`config.mk`:
```
export PLATFORM = sky130hd
export DESIGN_NAME = complex_list_reducer_unit
export DESIGN_NICKNAME = d
export VERILOG_FILES = /design/src/rtl/clr_pkg.sv /design/src/rtl/clr_divider.sv /design/src/rtl/complex_list_reducer_unit.sv
export SDC_FILE = /design/constraint.sdc
export NUM_CORES = 2
export LEC_CHECK = 0
export BUFFER_PORTS_ARGS = -buffer_cell sky130_fd_sc_hd__clkbuf_2
export CAP_MARGIN = 20
export CELL_PAD_IN_SITES_DETAIL_PLACEMENT = 0
export CELL_PAD_IN_SITES_GLOBAL_PLACEMENT = 1
export CORE_UTILIZATION = 40
export CTS_BUF_LIST = sky130_fd_sc_hd__clkbuf_4 sky130_fd_sc_hd__clkbuf_8
export CTS_CLUSTER_SIZE = 16
export DETAILED_ROUTE_END_ITERATION = 10
export PLACE_DENSITY_LB_ADDON = 0.1
export SLEW_MARGIN = 30
export SYNTH_ARGS = -nofsm -noshare
export SYNTH_HDL_FRONTEND = slang
export SYNTH_HIERARCHICAL = 1
export SYNTH_SLANG_ARGS = --single-unit
```
`constraint.sdc`:
```
create_clock -name clock -period 13.63 [get_ports clock]
set_input_delay 2.0445 -clock clock [delete_from_list [all_inputs] [get_ports clock]]
set_output_delay 2.0445 -clock clock [all_outputs]
set_load 0.1 [all_outputs]
```
`src/rtl/clr_pkg.sv`:
```
package clr_pkg;

   localparam int DATA_W = 32;
   localparam int PROD_W = 64;
   localparam int SUM_W  = 66;
   localparam int MAG_W  = 64;
   localparam int MODE_W = 2;

   localparam logic signed [DATA_W-1:0] SAT_MAX = {1'b0, {(DATA_W-1){1'b1}}};
   localparam logic signed [DATA_W-1:0] SAT_MIN = {1'b1, {(DATA_W-1){1'b0}}};

   typedef enum logic [MODE_W-1:0] {
      MODE_SUM  = 2'd0,
      MODE_DIFF = 2'd1,
      MODE_PROD = 2'd2,
      MODE_QUOT = 2'd3
   } mode_type;

   typedef struct packed {
      logic done;
      logic sat;
   } div_stat_type;

endpackage

```
`src/rtl/clr_divider.sv`:
```
module clr_divider #(
   parameter int FRAC_BITS = 16
) (
   input  logic                               clock,
   input  logic                               reset,
   input  logic                               start,
   input  logic                               neg,
   input  logic [clr_pkg::MAG_W-1:0]          mag,
   input  logic [clr_pkg::MAG_W-1:0]          den,
   output logic signed [clr_pkg::DATA_W-1:0]  quo,
   output clr_pkg::div_stat_type              stat
);
   import clr_pkg::*;

   localparam int DVD_W = MAG_W + FRAC_BITS;
   localparam int CNT_W = $clog2(DVD_W);
   localparam logic [CNT_W-1:0] CNT_LAST = CNT_W'(DVD_W - 1);

   logic                run_ff, run_in;
   logic                fin_ff, fin_in;
   logic [CNT_W-1:0]    cnt_ff, cnt_in;
   logic [DVD_W-1:0]    dvd_ff, dvd_in;
   logic [MAG_W-1:0]    rem_ff, rem_in;
   logic [MAG_W-1:0]    den_ff, den_in;
   logic [DATA_W:0]     quo_ff, quo_in;
   logic                ovf_ff, ovf_in;
   logic                neg_ff, neg_in;

   logic [MAG_W:0]      trial;
   logic [MAG_W:0]      diff;
   logic                ge;
   logic                big;
   logic [DATA_W-1:0]   low;
   logic                sat;

   assign trial = {rem_ff, dvd_ff[DVD_W-1]};
   assign ge    = trial >= {1'b0, den_ff};
   assign diff  = trial - {1'b0, den_ff};

   always_comb begin
      run_in = run_ff;
      fin_in = 1'b0;
      cnt_in = cnt_ff;
      dvd_in = dvd_ff;
      rem_in = rem_ff;
      den_in = den_ff;
      quo_in = quo_ff;
      ovf_in = ovf_ff;
      neg_in = neg_ff;
      if (start) begin
         run_in = 1'b1;
         cnt_in = '0;
         dvd_in = {mag, {FRAC_BITS{1'b0}}};
         rem_in = '0;
         den_in = den;
         quo_in = '0;
         ovf_in = 1'b0;
         neg_in = neg;
      end else if (run_ff) begin
         dvd_in = dvd_ff << 1;
         rem_in = ge ? diff[MAG_W-1:0] : trial[MAG_W-1:0];
         quo_in = {quo_ff[DATA_W-1:0], ge};
         ovf_in = ovf_ff | quo_ff[DATA_W];
         cnt_in = cnt_ff + 1'b1;
         if (cnt_ff == CNT_LAST) begin
            run_in = 1'b0;
            fin_in = 1'b1;
         end
      end
   end

   always_ff @(posedge clock) begin
      if (reset) begin
         run_ff <= 1'b0;
         fin_ff <= 1'b0;
      end else begin
         run_ff <= run_in;
         fin_ff <= fin_in;
      end
      cnt_ff <= cnt_in;
      dvd_ff <= dvd_in;
      rem_ff <= rem_in;
      den_ff <= den_in;
      quo_ff <= quo_in;
      ovf_ff <= ovf_in;
      neg_ff <= neg_in;
   end

   // clamp the magnitude to the signed 32-bit range
   assign big = ovf_ff | quo_ff[DATA_W];
   assign low = quo_ff[DATA_W-1:0];
   assign sat = neg_ff ? (big || (low > SAT_MIN)) : (big || low[DATA_W-1]);

   always_comb begin
      if (sat) begin
         quo = neg_ff ? SAT_MIN : SAT_MAX;
      end else if (neg_ff) begin
         quo = -$signed(low);
      end else begin
         quo = $signed(low);
      end
   end

   assign stat.done = fin_ff;
   assign stat.sat  = sat;

endmodule

```
`src/rtl/complex_list_reducer_unit.sv`:
```
// Reduces a sequence of signed fixed-point complex values (FRAC_BITS fraction bits in 32)
// to one result, sent on the item marked last: sum, difference from the first element,
// product, or the first element divided by the product of the rest, as csr_wr_data
// selects. A one-element sequence returns that element. One 32x32 multiplier and one
// bit-serial divider are shared under a sequencer, and req_stall is high while an item
// is in work. A product item (and a quotient item after the second element) runs its
// four multiplies. The last item hands the result to the output register, and in
// quotient mode first forms the divisor and numerator products and, for a nonzero
// divisor, runs two divisions, one quotient bit a cycle. The unit takes the next item
// while a result waits on rsp_stall; the next result then waits until the output
// register is free.
module complex_list_reducer_unit #(
   parameter int FRAC_BITS = 16
) (
   input  logic                              clock,
   input  logic                              reset,
   input  logic                              req_valid,
   output logic                              req_stall,
   input  logic signed [clr_pkg::DATA_W-1:0] req_value_re,
   input  logic signed [clr_pkg::DATA_W-1:0] req_value_im,
   input  logic                              req_last_item,
   output logic                              rsp_valid,
   input  logic                              rsp_stall,
   output logic signed [clr_pkg::DATA_W-1:0] rsp_result_re,
   output logic signed [clr_pkg::DATA_W-1:0] rsp_result_im,
   output logic                              rsp_divide_by_zero,
   output logic                              rsp_saturated,
   input  logic                              csr_wr_en,
   input  logic [clr_pkg::MODE_W-1:0]        csr_wr_data
);
   import clr_pkg::*;

   typedef enum logic [4:0] {
      S_IDLE, S_STEP,
      S_CM0, S_CM1, S_CM2, S_CM3, S_CM4, S_CM5,
      S_FIN,
      S_QM0, S_QM1, S_QM2, S_QM3, S_QM4, S_QM5, S_QM6, S_QM7,
      S_DRE, S_DIM, S_PUSH
   } state_type;

   state_type                  state_ff, state_in;
   mode_type                   op_mode_ff, op_mode_in;
   mode_type                   mode_ff, mode_in;
   logic                       at_start_ff, at_start_in;
   logic                       second_pending_ff, second_pending_in;
   logic                       sat_seen_ff, sat_seen_in;
   logic signed [DATA_W-1:0]   acc_re_ff, acc_re_in;
   logic signed [DATA_W-1:0]   acc_im_ff, acc_im_in;
   logic signed [DATA_W-1:0]   numer_re_ff, numer_re_in;
   logic signed [DATA_W-1:0]   numer_im_ff, numer_im_in;
   logic signed [DATA_W-1:0]   in_re_ff, in_re_in;
   logic signed [DATA_W-1:0]   in_im_ff, in_im_in;
   logic                       in_last_ff, in_last_in;
   logic signed [PROD_W-1:0]   prod_ff, prod_in;
   logic signed [SUM_W-1:0]    sum_ff, sum_in;
   logic signed [SUM_W-1:0]    numre_ff, numre_in;
   logic [MAG_W-1:0]           den_ff, den_in;
   logic signed [DATA_W-1:0]   tmp_re_ff, tmp_re_in;
   logic                       tmp_sat_ff, tmp_sat_in;
   logic signed [DATA_W-1:0]   res_re_ff, res_re_in;
   logic signed [DATA_W-1:0]   res_im_ff, res_im_in;
   logic                       res_dz_ff, res_dz_in;
   logic                       rsp_valid_ff, rsp_valid_in;
   logic signed [DATA_W-1:0]   rsp_re_ff, rsp_re_in;
   logic signed [DATA_W-1:0]   rsp_im_ff, rsp_im_in;
   logic                       rsp_dz_ff, rsp_dz_in;
   logic                       rsp_sat_ff, rsp_sat_in;

   logic signed [DATA_W-1:0]   mul_a;
   logic signed [DATA_W-1:0]   mul_b;
   logic [DATA_W:0]            add_re;
   logic [DATA_W:0]            add_im;
   logic [DATA_W:0]            fix_sum;
   logic signed [SUM_W-1:0]    div_src;
   logic signed [SUM_W-1:0]    div_abs;
   logic                       div_neg;
   logic                       div_start;
   logic signed [DATA_W-1:0]   div_quo;
   div_stat_type               div_stat;

   // {clamped, value}
   function automatic logic [DATA_W:0] sat_add(input logic signed [DATA_W-1:0] a,
                                               input logic signed [DATA_W-1:0] b,
                                               input logic                     sub);
      logic [DATA_W:0] s;
      s = sub ? ({a[DATA_W-1], a} - {b[DATA_W-1], b})
              : ({a[DATA_W-1], a} + {b[DATA_W-1], b});
      if (s[DATA_W] != s[DATA_W-1]) begin
         return {1'b1, (s[DATA_W] ? SAT_MIN : SAT_MAX)};
      end
      return {1'b0, s[DATA_W-1:0]};
   endfunction

   // floor shift by FRAC_BITS, then clamp; {clamped, value}
   function automatic logic [DATA_W:0] fix_q(input logic signed [SUM_W-1:0] v);
      logic signed [SUM_W-1:0] sh;
      logic                    fit;
      sh  = v >>> FRAC_BITS;
      fit = (&sh[SUM_W-1:DATA_W-1]) | ~(|sh[SUM_W-1:DATA_W-1]);
      if (!fit) begin
         return {1'b1, (sh[SUM_W-1] ? SAT_MIN : SAT_MAX)};
      end
      return {1'b0, sh[DATA_W-1:0]};
   endfunction

   assign add_re  = sat_add(acc_re_ff, in_re_ff, mode_ff == MODE_DIFF);
   assign add_im  = sat_add(acc_im_ff, in_im_ff, mode_ff == MODE_DIFF);
   assign fix_sum = fix_q(sum_ff);

   always_comb begin
      case (state_ff)
         S_CM0: begin
            mul_a = acc_re_ff;
            mul_b = in_re_ff;
         end
         S_CM1: begin
            mul_a = acc_im_ff;
            mul_b = in_im_ff;
         end
         S_CM2: begin
            mul_a = acc_im_ff;
            mul_b = in_re_ff;
         end
         S_CM3: begin
            mul_a = acc_re_ff;
            mul_b = in_im_ff;
         end
         S_QM0: begin
            mul_a = acc_re_ff;
            mul_b = acc_re_ff;
         end
         S_QM1: begin
            mul_a = acc_im_ff;
            mul_b = acc_im_ff;
         end
         S_QM2: begin
            mul_a = numer_re_ff;
            mul_b = acc_re_ff;
         end
         S_QM3: begin
            mul_a = numer_im_ff;
            mul_b = acc_im_ff;
         end
         S_QM4: begin
            mul_a = numer_im_ff;
            mul_b = acc_re_ff;
         end
         S_QM5: begin
            mul_a = numer_re_ff;
            mul_b = acc_im_ff;
         end
         default: begin
            mul_a = acc_re_ff;
            mul_b = in_re_ff;
         end
      endcase
   end

   assign prod_in = mul_a * mul_b;

   assign div_src   = (state_ff == S_QM7) ? numre_ff : sum_ff;
   assign div_neg   = div_src[SUM_W-1];
   assign div_abs   = div_neg ? -div_src : div_src;
   assign div_start = ((state_ff == S_QM7) && (den_ff != '0)) ||
                      ((state_ff == S_DRE) && div_stat.done);

   clr_divider #(
      .FRAC_BITS (FRAC_BITS)
   ) u_divider (
      .clock (clock),
      .reset (reset),
      .start (div_start),
      .neg   (div_neg),
      .mag   (div_abs[MAG_W-1:0]),
      .den   (den_ff),
      .quo   (div_quo),
      .stat  (div_stat)
   );

   always_comb begin
      state_in          = state_ff;
      op_mode_in        = op_mode_ff;
      mode_in           = mode_ff;
      at_start_in       = at_start_ff;
      second_pending_in = second_pending_ff;
      sat_seen_in       = sat_seen_ff;
      acc_re_in         = acc_re_ff;
      acc_im_in         = acc_im_ff;
      numer_re_in       = numer_re_ff;
      numer_im_in       = numer_im_ff;
      in_re_in          = in_re_ff;
      in_im_in          = in_im_ff;
      in_last_in        = in_last_ff;
      sum_in            = sum_ff;
      numre_in          = numre_ff;
      den_in            = den_ff;
      tmp_re_in         = tmp_re_ff;
      tmp_sat_in        = tmp_sat_ff;
      res_re_in         = res_re_ff;
      res_im_in         = res_im_ff;
      res_dz_in         = res_dz_ff;
      rsp_valid_in      = rsp_valid_ff;
      rsp_re_in         = rsp_re_ff;
      rsp_im_in         = rsp_im_ff;
      rsp_dz_in         = rsp_dz_ff;
      rsp_sat_in        = rsp_sat_ff;

      if (csr_wr_en) begin
         op_mode_in = mode_type'(csr_wr_data);
      end

      // drop the output once transferred
      if (rsp_valid_ff && !rsp_stall) begin
         rsp_valid_in = 1'b0;
      end

      case (state_ff)
         S_IDLE: begin
            if (req_valid) begin
               in_re_in   = req_value_re;
               in_im_in   = req_value_im;
               in_last_in = req_last_item;
               mode_in    = op_mode_ff;
               state_in   = S_STEP;
            end
         end
         S_STEP: begin
            if (at_start_ff) begin
               if (in_last_ff) begin
                  res_re_in = in_re_ff;
                  res_im_in = in_im_ff;
                  res_dz_in = 1'b0;
                  state_in  = S_PUSH;
               end else begin
                  acc_re_in         = in_re_ff;
                  acc_im_in         = in_im_ff;
                  numer_re_in       = in_re_ff;
                  numer_im_in       = in_im_ff;
                  second_pending_in = (mode_ff == MODE_QUOT);
                  sat_seen_in       = 1'b0;
                  at_start_in       = 1'b0;
                  state_in          = S_IDLE;
               end
            end else begin
               case (mode_ff)
                  MODE_SUM, MODE_DIFF: begin
                     acc_re_in   = add_re[DATA_W-1:0];
                     acc_im_in   = add_im[DATA_W-1:0];
                     sat_seen_in = sat_seen_ff | add_re[DATA_W] | add_im[DATA_W];
                     state_in    = in_last_ff ? S_FIN : S_IDLE;
                  end
                  MODE_PROD: begin
                     state_in = S_CM0;
                  end
                  MODE_QUOT: begin
                     if (second_pending_ff) begin
                        acc_re_in         = in_re_ff;
                        acc_im_in         = in_im_ff;
                        second_pending_in = 1'b0;
                        state_in          = in_last_ff ? S_FIN : S_IDLE;
                     end else begin
                        state_in = S_CM0;
                     end
                  end
                  default: begin
                     state_in = S_IDLE;
                  end
               endcase
            end
         end
         S_CM0: begin
            state_in = S_CM1;
         end
         S_CM1: begin
            sum_in   = SUM_W'(prod_ff);
            state_in = S_CM2;
         end
         S_CM2: begin
            sum_in   = sum_ff - SUM_W'(prod_ff);
            state_in = S_CM3;
         end
         S_CM3: begin
            tmp_re_in  = fix_sum[DATA_W-1:0];
            tmp_sat_in = fix_sum[DATA_W];
            sum_in     = SUM_W'(prod_ff);
            state_in   = S_CM4;
         end
         S_CM4: begin
            sum_in   = sum_ff + SUM_W'(prod_ff);
            state_in = S_CM5;
         end
         S_CM5: begin
            acc_re_in   = tmp_re_ff;
            acc_im_in   = fix_sum[DATA_W-1:0];
            sat_seen_in = sat_seen_ff | tmp_sat_ff | fix_sum[DATA_W];
            state_in    = in_last_ff ? S_FIN : S_IDLE;
         end
         S_FIN: begin
            if (mode_ff == MODE_QUOT) begin
               state_in = S_QM0;
            end else begin
               res_re_in = acc_re_ff;
               res_im_in = acc_im_ff;
               res_dz_in = 1'b0;
               state_in  = S_PUSH;
            end
         end
         S_QM0: begin
            state_in = S_QM1;
         end
         S_QM1: begin
            sum_in   = SUM_W'(prod_ff);
            state_in = S_QM2;
         end
         S_QM2: begin
            sum_in   = sum_ff + SUM_W'(prod_ff);
            state_in = S_QM3;
         end
         S_QM3: begin
            den_in   = sum_ff[MAG_W-1:0];
            sum_in   = SUM_W'(prod_ff);
            state_in = S_QM4;
         end
         S_QM4: begin
            sum_in   = sum_ff + SUM_W'(prod_ff);
            state_in = S_QM5;
         end
         S_QM5: begin
            numre_in = sum_ff;
            sum_in   = SUM_W'(prod_ff);
            state_in = S_QM6;
         end
         S_QM6: begin
            sum_in   = sum_ff - SUM_W'(prod_ff);
            state_in = S_QM7;
         end
         S_QM7: begin
            if (den_ff == '0) begin
               res_re_in = '0;
               res_im_in = '0;
               res_dz_in = 1'b1;
               state_in  = S_PUSH;
            end else begin
               state_in = S_DRE;
            end
         end
         S_DRE: begin
            if (div_stat.done) begin
               res_re_in   = div_quo;
               sat_seen_in = sat_seen_ff | div_stat.sat;
               state_in    = S_DIM;
            end
         end
         S_DIM: begin
            if (div_stat.done) begin
               res_im_in   = div_quo;
               res_dz_in   = 1'b0;
               sat_seen_in = sat_seen_ff | div_stat.sat;
               state_in    = S_PUSH;
            end
         end
         S_PUSH: begin
            if (!rsp_valid_ff || !rsp_stall) begin
               rsp_valid_in      = 1'b1;
               rsp_re_in         = res_re_ff;
               rsp_im_in         = res_im_ff;
               rsp_dz_in         = res_dz_ff;
               rsp_sat_in        = sat_seen_ff;
               at_start_in       = 1'b1;
               second_pending_in = 1'b0;
               sat_seen_in       = 1'b0;
               state_in          = S_IDLE;
            end
         end
         default: begin
            state_in = S_IDLE;
         end
      endcase
   end

   always_ff @(posedge clock) begin
      if (reset) begin
         state_ff          <= S_IDLE;
         op_mode_ff        <= MODE_SUM;
         at_start_ff       <= 1'b1;
         second_pending_ff <= 1'b0;
         sat_seen_ff       <= 1'b0;
         rsp_valid_ff      <= 1'b0;
      end else begin
         state_ff          <= state_in;
         op_mode_ff        <= op_mode_in;
         at_start_ff       <= at_start_in;
         second_pending_ff <= second_pending_in;
         sat_seen_ff       <= sat_seen_in;
         rsp_valid_ff      <= rsp_valid_in;
      end
      mode_ff     <= mode_in;
      acc_re_ff   <= acc_re_in;
      acc_im_ff   <= acc_im_in;
      numer_re_ff <= numer_re_in;
      numer_im_ff <= numer_im_in;
      in_re_ff    <= in_re_in;
      in_im_ff    <= in_im_in;
      in_last_ff  <= in_last_in;
      prod_ff     <= prod_in;
      sum_ff      <= sum_in;
      numre_ff    <= numre_in;
      den_ff      <= den_in;
      tmp_re_ff   <= tmp_re_in;
      tmp_sat_ff  <= tmp_sat_in;
      res_re_ff   <= res_re_in;
      res_im_ff   <= res_im_in;
      res_dz_ff   <= res_dz_in;
      rsp_re_ff   <= rsp_re_in;
      rsp_im_ff   <= rsp_im_in;
      rsp_dz_ff   <= rsp_dz_in;
      rsp_sat_ff  <= rsp_sat_in;
   end

   assign req_stall          = (state_ff != S_IDLE);
   assign rsp_valid          = rsp_valid_ff;
   assign rsp_result_re      = rsp_re_ff;
   assign rsp_result_im      = rsp_im_ff;
   assign rsp_divide_by_zero = rsp_dz_ff;
   assign rsp_saturated      = rsp_sat_ff;

endmodule

```
== After elaboration in Yosys (flattened, before gate mapping) ==
Index checks and enable logic that the tools add are counted.

* Input port bits: 72
* Register bits: 866
* Output and inout port bits: 68

* $mul: 1
* Equality and inequality tests: 39
* Multiplexer cells: 83
* Reduce and logical (&&, ||, !) cells: 45
* Bitwise logic cells: 10
* Magnitude comparators: 2
* Add/subtract/negate cells: 10

{| class="wikitable"
|+ Operators by type and width
! operator !! count
|-
| two-way mux 32 bit || 20
|-
| one-hot mux 32 bit (2 select lines) || 4
|-
| one-hot mux 32 bit (4 select lines) || 2
|-
| two-way mux 33 bit || 7
|-
| one-hot mux 66 bit (3 select lines) || 1
|-
| one-hot mux 32 bit (3 select lines) || 2
|-
| two-way mux 80 bit || 2
|-
| two-way mux 64 bit || 2
|-
| one-hot mux 5 bit (20 select lines) || 1
|-
| adder 32 x 32 -> 33 bit || 2
|-
| adder 66 x 64 -> 66 bit || 1
|-
| two-way mux 66 bit || 1
|-
| subtractor 32 x 32 -> 33 bit || 2
|-
| subtractor 66 x 64 -> 66 bit || 1
|-
| >= comparator 65 x 64 -> 1 bit || 1
|-
| zero test 64 bit || 1
|-
| multiplier 32 x 32 -> 64 bit || 1
|-
| negator 64 bit || 1
|-
| nonzero test 64 bit || 1
|-
| subtractor 64 bit || 1
|-
| == test 5 x 4 -> 1 bit (second input constant) || 8
|-
| two-way mux 5 bit || 7
|-
| > comparator 32 bit (second input constant) || 1
|-
| negator 32 bit || 1
|-
| 42 further kinds || 119
|}

== Depth between registers and ports, before layout ==
* Depth in word-level cells: 10
* Depth in mapped cells: 41
* Depth with buffers taken out: 38

== Cells and area by module ==
Netlist, hierarchy kept.

{| class="wikitable"
|+ Modules (own cells, without submodules)
! module !! times used !! area each (um^2) !! cells an instance
|-
| complex_list_reducer_unit || 1 || 71624.9 || 7384
|-
| clr_divider || 1 || 14003.4 || 1512
|}

== Worst setup path after synthesis ==
OpenSTA, ideal clock, no wires.

* Kind: reg2reg
* Start point: reg state_ff[3]
* End point: reg prod_ff[63]
* Arrival time: 9632 ps
* Library setup time: 72 ps
* Slack: 3926 ps
* Path buffers: 4
* Cell stages (with the launch flop): 39
* Path through: dfxtp_1 -> clkbuf_1 -> nor2_1 -> nand2_1 -> a21oi_1 -> or2_2 -> clkbuf_1 -> clkbuf_1 -> nor2_1 -> a21oi_1 -> nor2_1 -> nor2_1 -> clkbuf_1 -> nand2_1 -> inv_1 -> fa_1 -> fa_1 -> fa_1 -> [3 not listed] -> fa_1 -> inv_1 -> fa_1 -> fa_1 -> fa_1 -> inv_1 -> ha_1 -> a21oi_1 -> o21bai_1 -> a211oi_1 -> nand4_1 -> a211oi_1 -> o31ai_1 -> o311ai_0 -> o21ai_0 -> a211o_1 -> a21oi_1 -> xnor2_1

* Cells in the longest elaborated chain, start to end: 4
* Elaborated cells on any way between the ends: 18
* Those cells by class: 1 x mul; 9 x eq/ne; 2 x mux; 6 x reduce/logical

{| class="wikitable"
|+ RTL lines
! element !! line !! text
|-
| start, declared || complex_list_reducer_unit.sv:41 || <nowiki>state_type state_ff, state_in;</nowiki>
|-
| start signal, assigned || complex_list_reducer_unit.sv:390 || <nowiki>state_ff <= state_in;</nowiki>
|-
| == test 5 x 4 -> 1 bit (tied with other cells) || complex_list_reducer_unit.sv:111 || <nowiki>case (state_ff)</nowiki>
|-
| OR reduction 3 bit (no source line) or OR reduction 2 bit (tied branches) || n/a ||
|-
| one-hot mux 32 bit (3 select lines) || complex_list_reducer_unit.sv:111 ||
|-
| multiplier 32 x 32 -> 64 bit (*) || complex_list_reducer_unit.sv:159 || <nowiki>assign prod_in = mul_a * mul_b;</nowiki>
|-
| net prod_in[63] || complex_list_reducer_unit.sv:54 || <nowiki>logic signed [PROD_W-1:0] prod_ff, prod_in;</nowiki>
|-
| end signal, assigned || complex_list_reducer_unit.sv:405 || <nowiki>prod_ff <= prod_in;</nowiki>
|-
| end, declared || complex_list_reducer_unit.sv:54 ||
|}

The timed path passes the listed nets; every way through them passes the cells marked *.
A chain may end at the register's enable or synchronous reset.

== Worst setup path after layout ==
* Start point: reg state_ff[1]
* End point: reg prod_ff[63]

Same word-level chain as after synthesis.

==> summary.md <==
The flow ran to the end, but the final reports show violations. The final reports fail on DRC. The startpoint identified for the worst register-to-register timing path is state_ff[1].

In this run the most critical hold path is launched from res_im_ff[8]. In the global route stage, overall resource usage came out at 29.20%. At the end of routability-driven placement, the weighted congestion stood at 0.9384. By area, the combinational part of the netlist is dominated by adder cells. The logs give 169 for the total number of placement rows and 463100 um for the wire length of the first global-routing pass. In this run, distinct cell masters in the synthesized netlist total 116.

The run gives 6496 as the number of DRC violations after detailed-routing iteration 0. The number of pins with negative max-slew slack in the final report came out at 0. The critical path in this run is classified as flip-flop to flip-flop.

The tools report the worst slew margin relative to its limit as 27.98%. The post-synthesis register bit count is 865, and the net count after synthesis is 10437. Number of buffers on the longest clock path: 3. The count of flip-flops with a built-in enable after synthesis is 683, and the post-detailed-route DRC marker count is 28.

The area of the die is 215900 um^2, and the delay of the slowest cell on the worst path is 0.98 ns. The post-synthesis async set-or-reset flop share is 0%. TritonCTS built the clock tree. The logs give 80 for the pin count of the biggest net entering global routing and 0.89 ns for the worst reg-to-reg setup slack.

Along the worst hold path, the cell count comes to 0. In the final layout, the multi-input gates occupy 55640 um^2. The tree is rooted in a clkbuf_8. Counting every instance in the synthesized netlist gives 8896.

The count of nets left with antenna violations once routing finished came out at 0. The simple-gate area share of the yosys netlist came out at 13.15%. Sorting the synthesized cells by area gives the leading types as fa_1 25%, edfxtp_1 24%, ha_1 5.6%. The initial utilization of the core area, before any placement, comes to 40.29%. The sum of routed wire length over all layers is 316800 um. The detailed-route vias per instance works out to 5.678.

Setup repair after global routing left no endpoint under its margin. The worst path in the final design needs a cycle of 12.74 ns, including I/O delays and setup. The endpoint of the worst register-to-register path is prod_ff[63]. By instance count, the leading cell after synthesis is inv_1. Summed instance area of the synthesized netlist: 85630 um^2. Registers take 24160 um^2. Standard cell with the maximum stage delay on the critical path: fa_1. The post-synthesis adder-cell area fraction was 31.06%. Across all layers, the routed design uses 67286 vias. The share of the synthesized area in the top cell type was 25.39%; the number of hold-slack violations in the final timing report was 0.

The number of global-route vias before repair is 68696, and the area of the core region is 212500 um^2. The synthesized area per cell was 9.625 um^2. Summed over all instances, the cell type with the most area after synthesis is fa_1.

Timing would allow up to 78.48 MHz. The die is 464.7 um tall. By count the netlist is led by 1195 x inv_1, 1086 x fa_1, 940 x nor2_1.

After Yosys synthesis, XOR and XNOR cells account for 4.522% of the synthesized area. The end of the worst hold path is rsp_result_im[8]. The synthesized netlist devotes 13.20% of its cell area to compound gates. For the worst-case clock skew, the log shows 0.07400 ns. Number of antenna violations at the first check in global routing: 12. The aggregate global routing overflow is 0. The logs give 0.93 ns for the clock network latency to the later pin of the worst-skew pair and 156 for the total CTS buffers. Clock-pin slew was measured on the worst setup and hold paths at 0.06 ns.

The final period utilization is 93.49%. The average wire length per cell after detail routing came out at 26.73 um. Most used flip-flop cell after synthesis: edfxtp_1. The area growth from synthesis to layout is 8.902%. The most numerous cell type found on the critical path is fa_1. The number of gates resized after CTS was 0. The first detailed-routing pass took 11 iterations. The accumulated negative setup slack is 0 ns, and the hold buffer count at cts is 0. The actual slew at the worst max-slew pin came out at 1.071 ns. The critical path data required time was 14.47 ns; the number of levels the H-tree was split into was 4. The tools report the number of synthesis warnings as 6. At the end of the flow, the number of nets in the layout was 10444. From left edge to right edge, the die measures 464.7 um. In the final layout, the share of cells above drive strength 1 is 9.105%.

Setup violations remaining at the end of the flow were counted as 0. Sequential cell area fraction in the yosys report: 28.21%. CTS saw 865 sinks. Input and output buffers added on the ports amount to 139.

The max-capacitance violation count came out at 0. Type of origin of the critical path: a flip-flop. The filler cells instantiated in the layout total 20891.

The fraction of synthesized area in multiplexers was 2.382%. The run gives 242900 um as the detailed placer's ending HPWL. STA classifies the critical path endpoint as a flip-flop. Data arrives at the worst endpoint at 13.59 ns. For this design the top-level I/O count stands at 140.

In this run the post-CTS setup repair buffer count came out at 0. Of all nets on the critical path, the largest fanout is 38. The worst register-to-register path has a depth of 33. The worst hold path belongs to the class flip-flop to flip-flop.
state kept, by name, summed over array words and instances (netlist names), 33 cells and up:
register          flops
u_divider/den_ff     64
u_divider/quo_ff     33
sum_ff               66
numre_ff             65
den_ff               64
prod_ff              64
u_divider/rem_ff     64
u_divider/dvd_ff     64
through the flow:
stage	hold WS, ns	util [%]	setup slack (ns)	cell area, um^2	std cells
floorplan	0.4003	-	3.926	85630	8896
global placement	0.4014	42.30	1.397	89880	11562
detailed placement	0.4045	42.35	1.120	90000	11565
CTS	0.4015	43.87	1.107	93220	11848
global route	0.4232	43.88	0.3292	93250	11850
finish	0.4159	43.88	0.8876	93250	11851
how the worst max path moves through the flow:
stage                 from           to  slack [ns]
2_1_floorplan  state_ff[3]  prod_ff[63]        3.93
3_3_place_gp   state_ff[1]  prod_ff[63]        1.40
3_5_place_dp   state_ff[1]  prod_ff[63]        1.12
4_1_cts        state_ff[1]  prod_ff[63]        1.11
5_1_grt        state_ff[1]  prod_ff[63]        0.33
6_report       state_ff[1]  prod_ff[63]        0.89
area by class of cell:
| cell class | count | share of cell area, % |
|---|---|---|
| antenna | 2 | 0.005367 |
| clock buffer | 207 | 2.794 |
| clock inverter | 76 | 0.6615 |
| inverter | 1196 | 4.817 |
| multi-input combinational | 6352 | 59.66 |
| sequential | 865 | 25.91 |
| tap | 2821 | 3.785 |
| timing repair buffer | 332 | 2.368 |
cells by family after synthesis:
kind of cell    Yosys count
compound gates         1705
xor+xnor                440
flops                   865
buf+inv                1679
mux                     195
simple gates           2537
fa+ha+maj              1475
metal layers:
metal	track usage, %	wire length, um	vias up
li1	-	-	29910
met1	39.16	132700	34308
met2	47.26	147900	2525
met3	3.991	21320	543
met4	12.43	14910	0
met5	0	0	-
cell usage in the layout (no fill, tap or decap), types with 43 or more instances in the layout:
master / n
a211oi_1: 81
a21o_1: 183
a21oi_1: 466
a222oi_1: 98
a31oi_1: 68
buf_4: 189
clkbuf_2: 139
clkbuf_8: 168
dfxtp_1: 181
edfxtp_1: 683
fa_1: 1086
ha_1: 383
inv_1: 1193
mux2_2: 70
mux2i_1: 121
nand2_1: 919
nand2b_1: 69
nand3_1: 90
nand4_1: 63
nor2_1: 927
nor3_1: 114
nor4_1: 46
o21a_1: 59
o21ai_0: 303
o21bai_1: 54
o31ai_1: 43
or3_1: 57
xnor2_1: 241
xor2_1: 198
critical path: cells and delay by family (launching register included):
kind | cells | cell delay (ns)
AND/OR/NAND/NOR | 6 | 2.00
XOR/XNOR | 1 | 0.14
adder cells (fa/ha/maj) | 9 | 4.86
AO/OA/AOI/OAI | 11 | 3.66
buffers and inverters | 6 | 1.13
flip-flops | 1 | 0.82
Power is not shown: default switching activity piles up to over one toggle a cycle in this logic, so the estimate is an artifact.
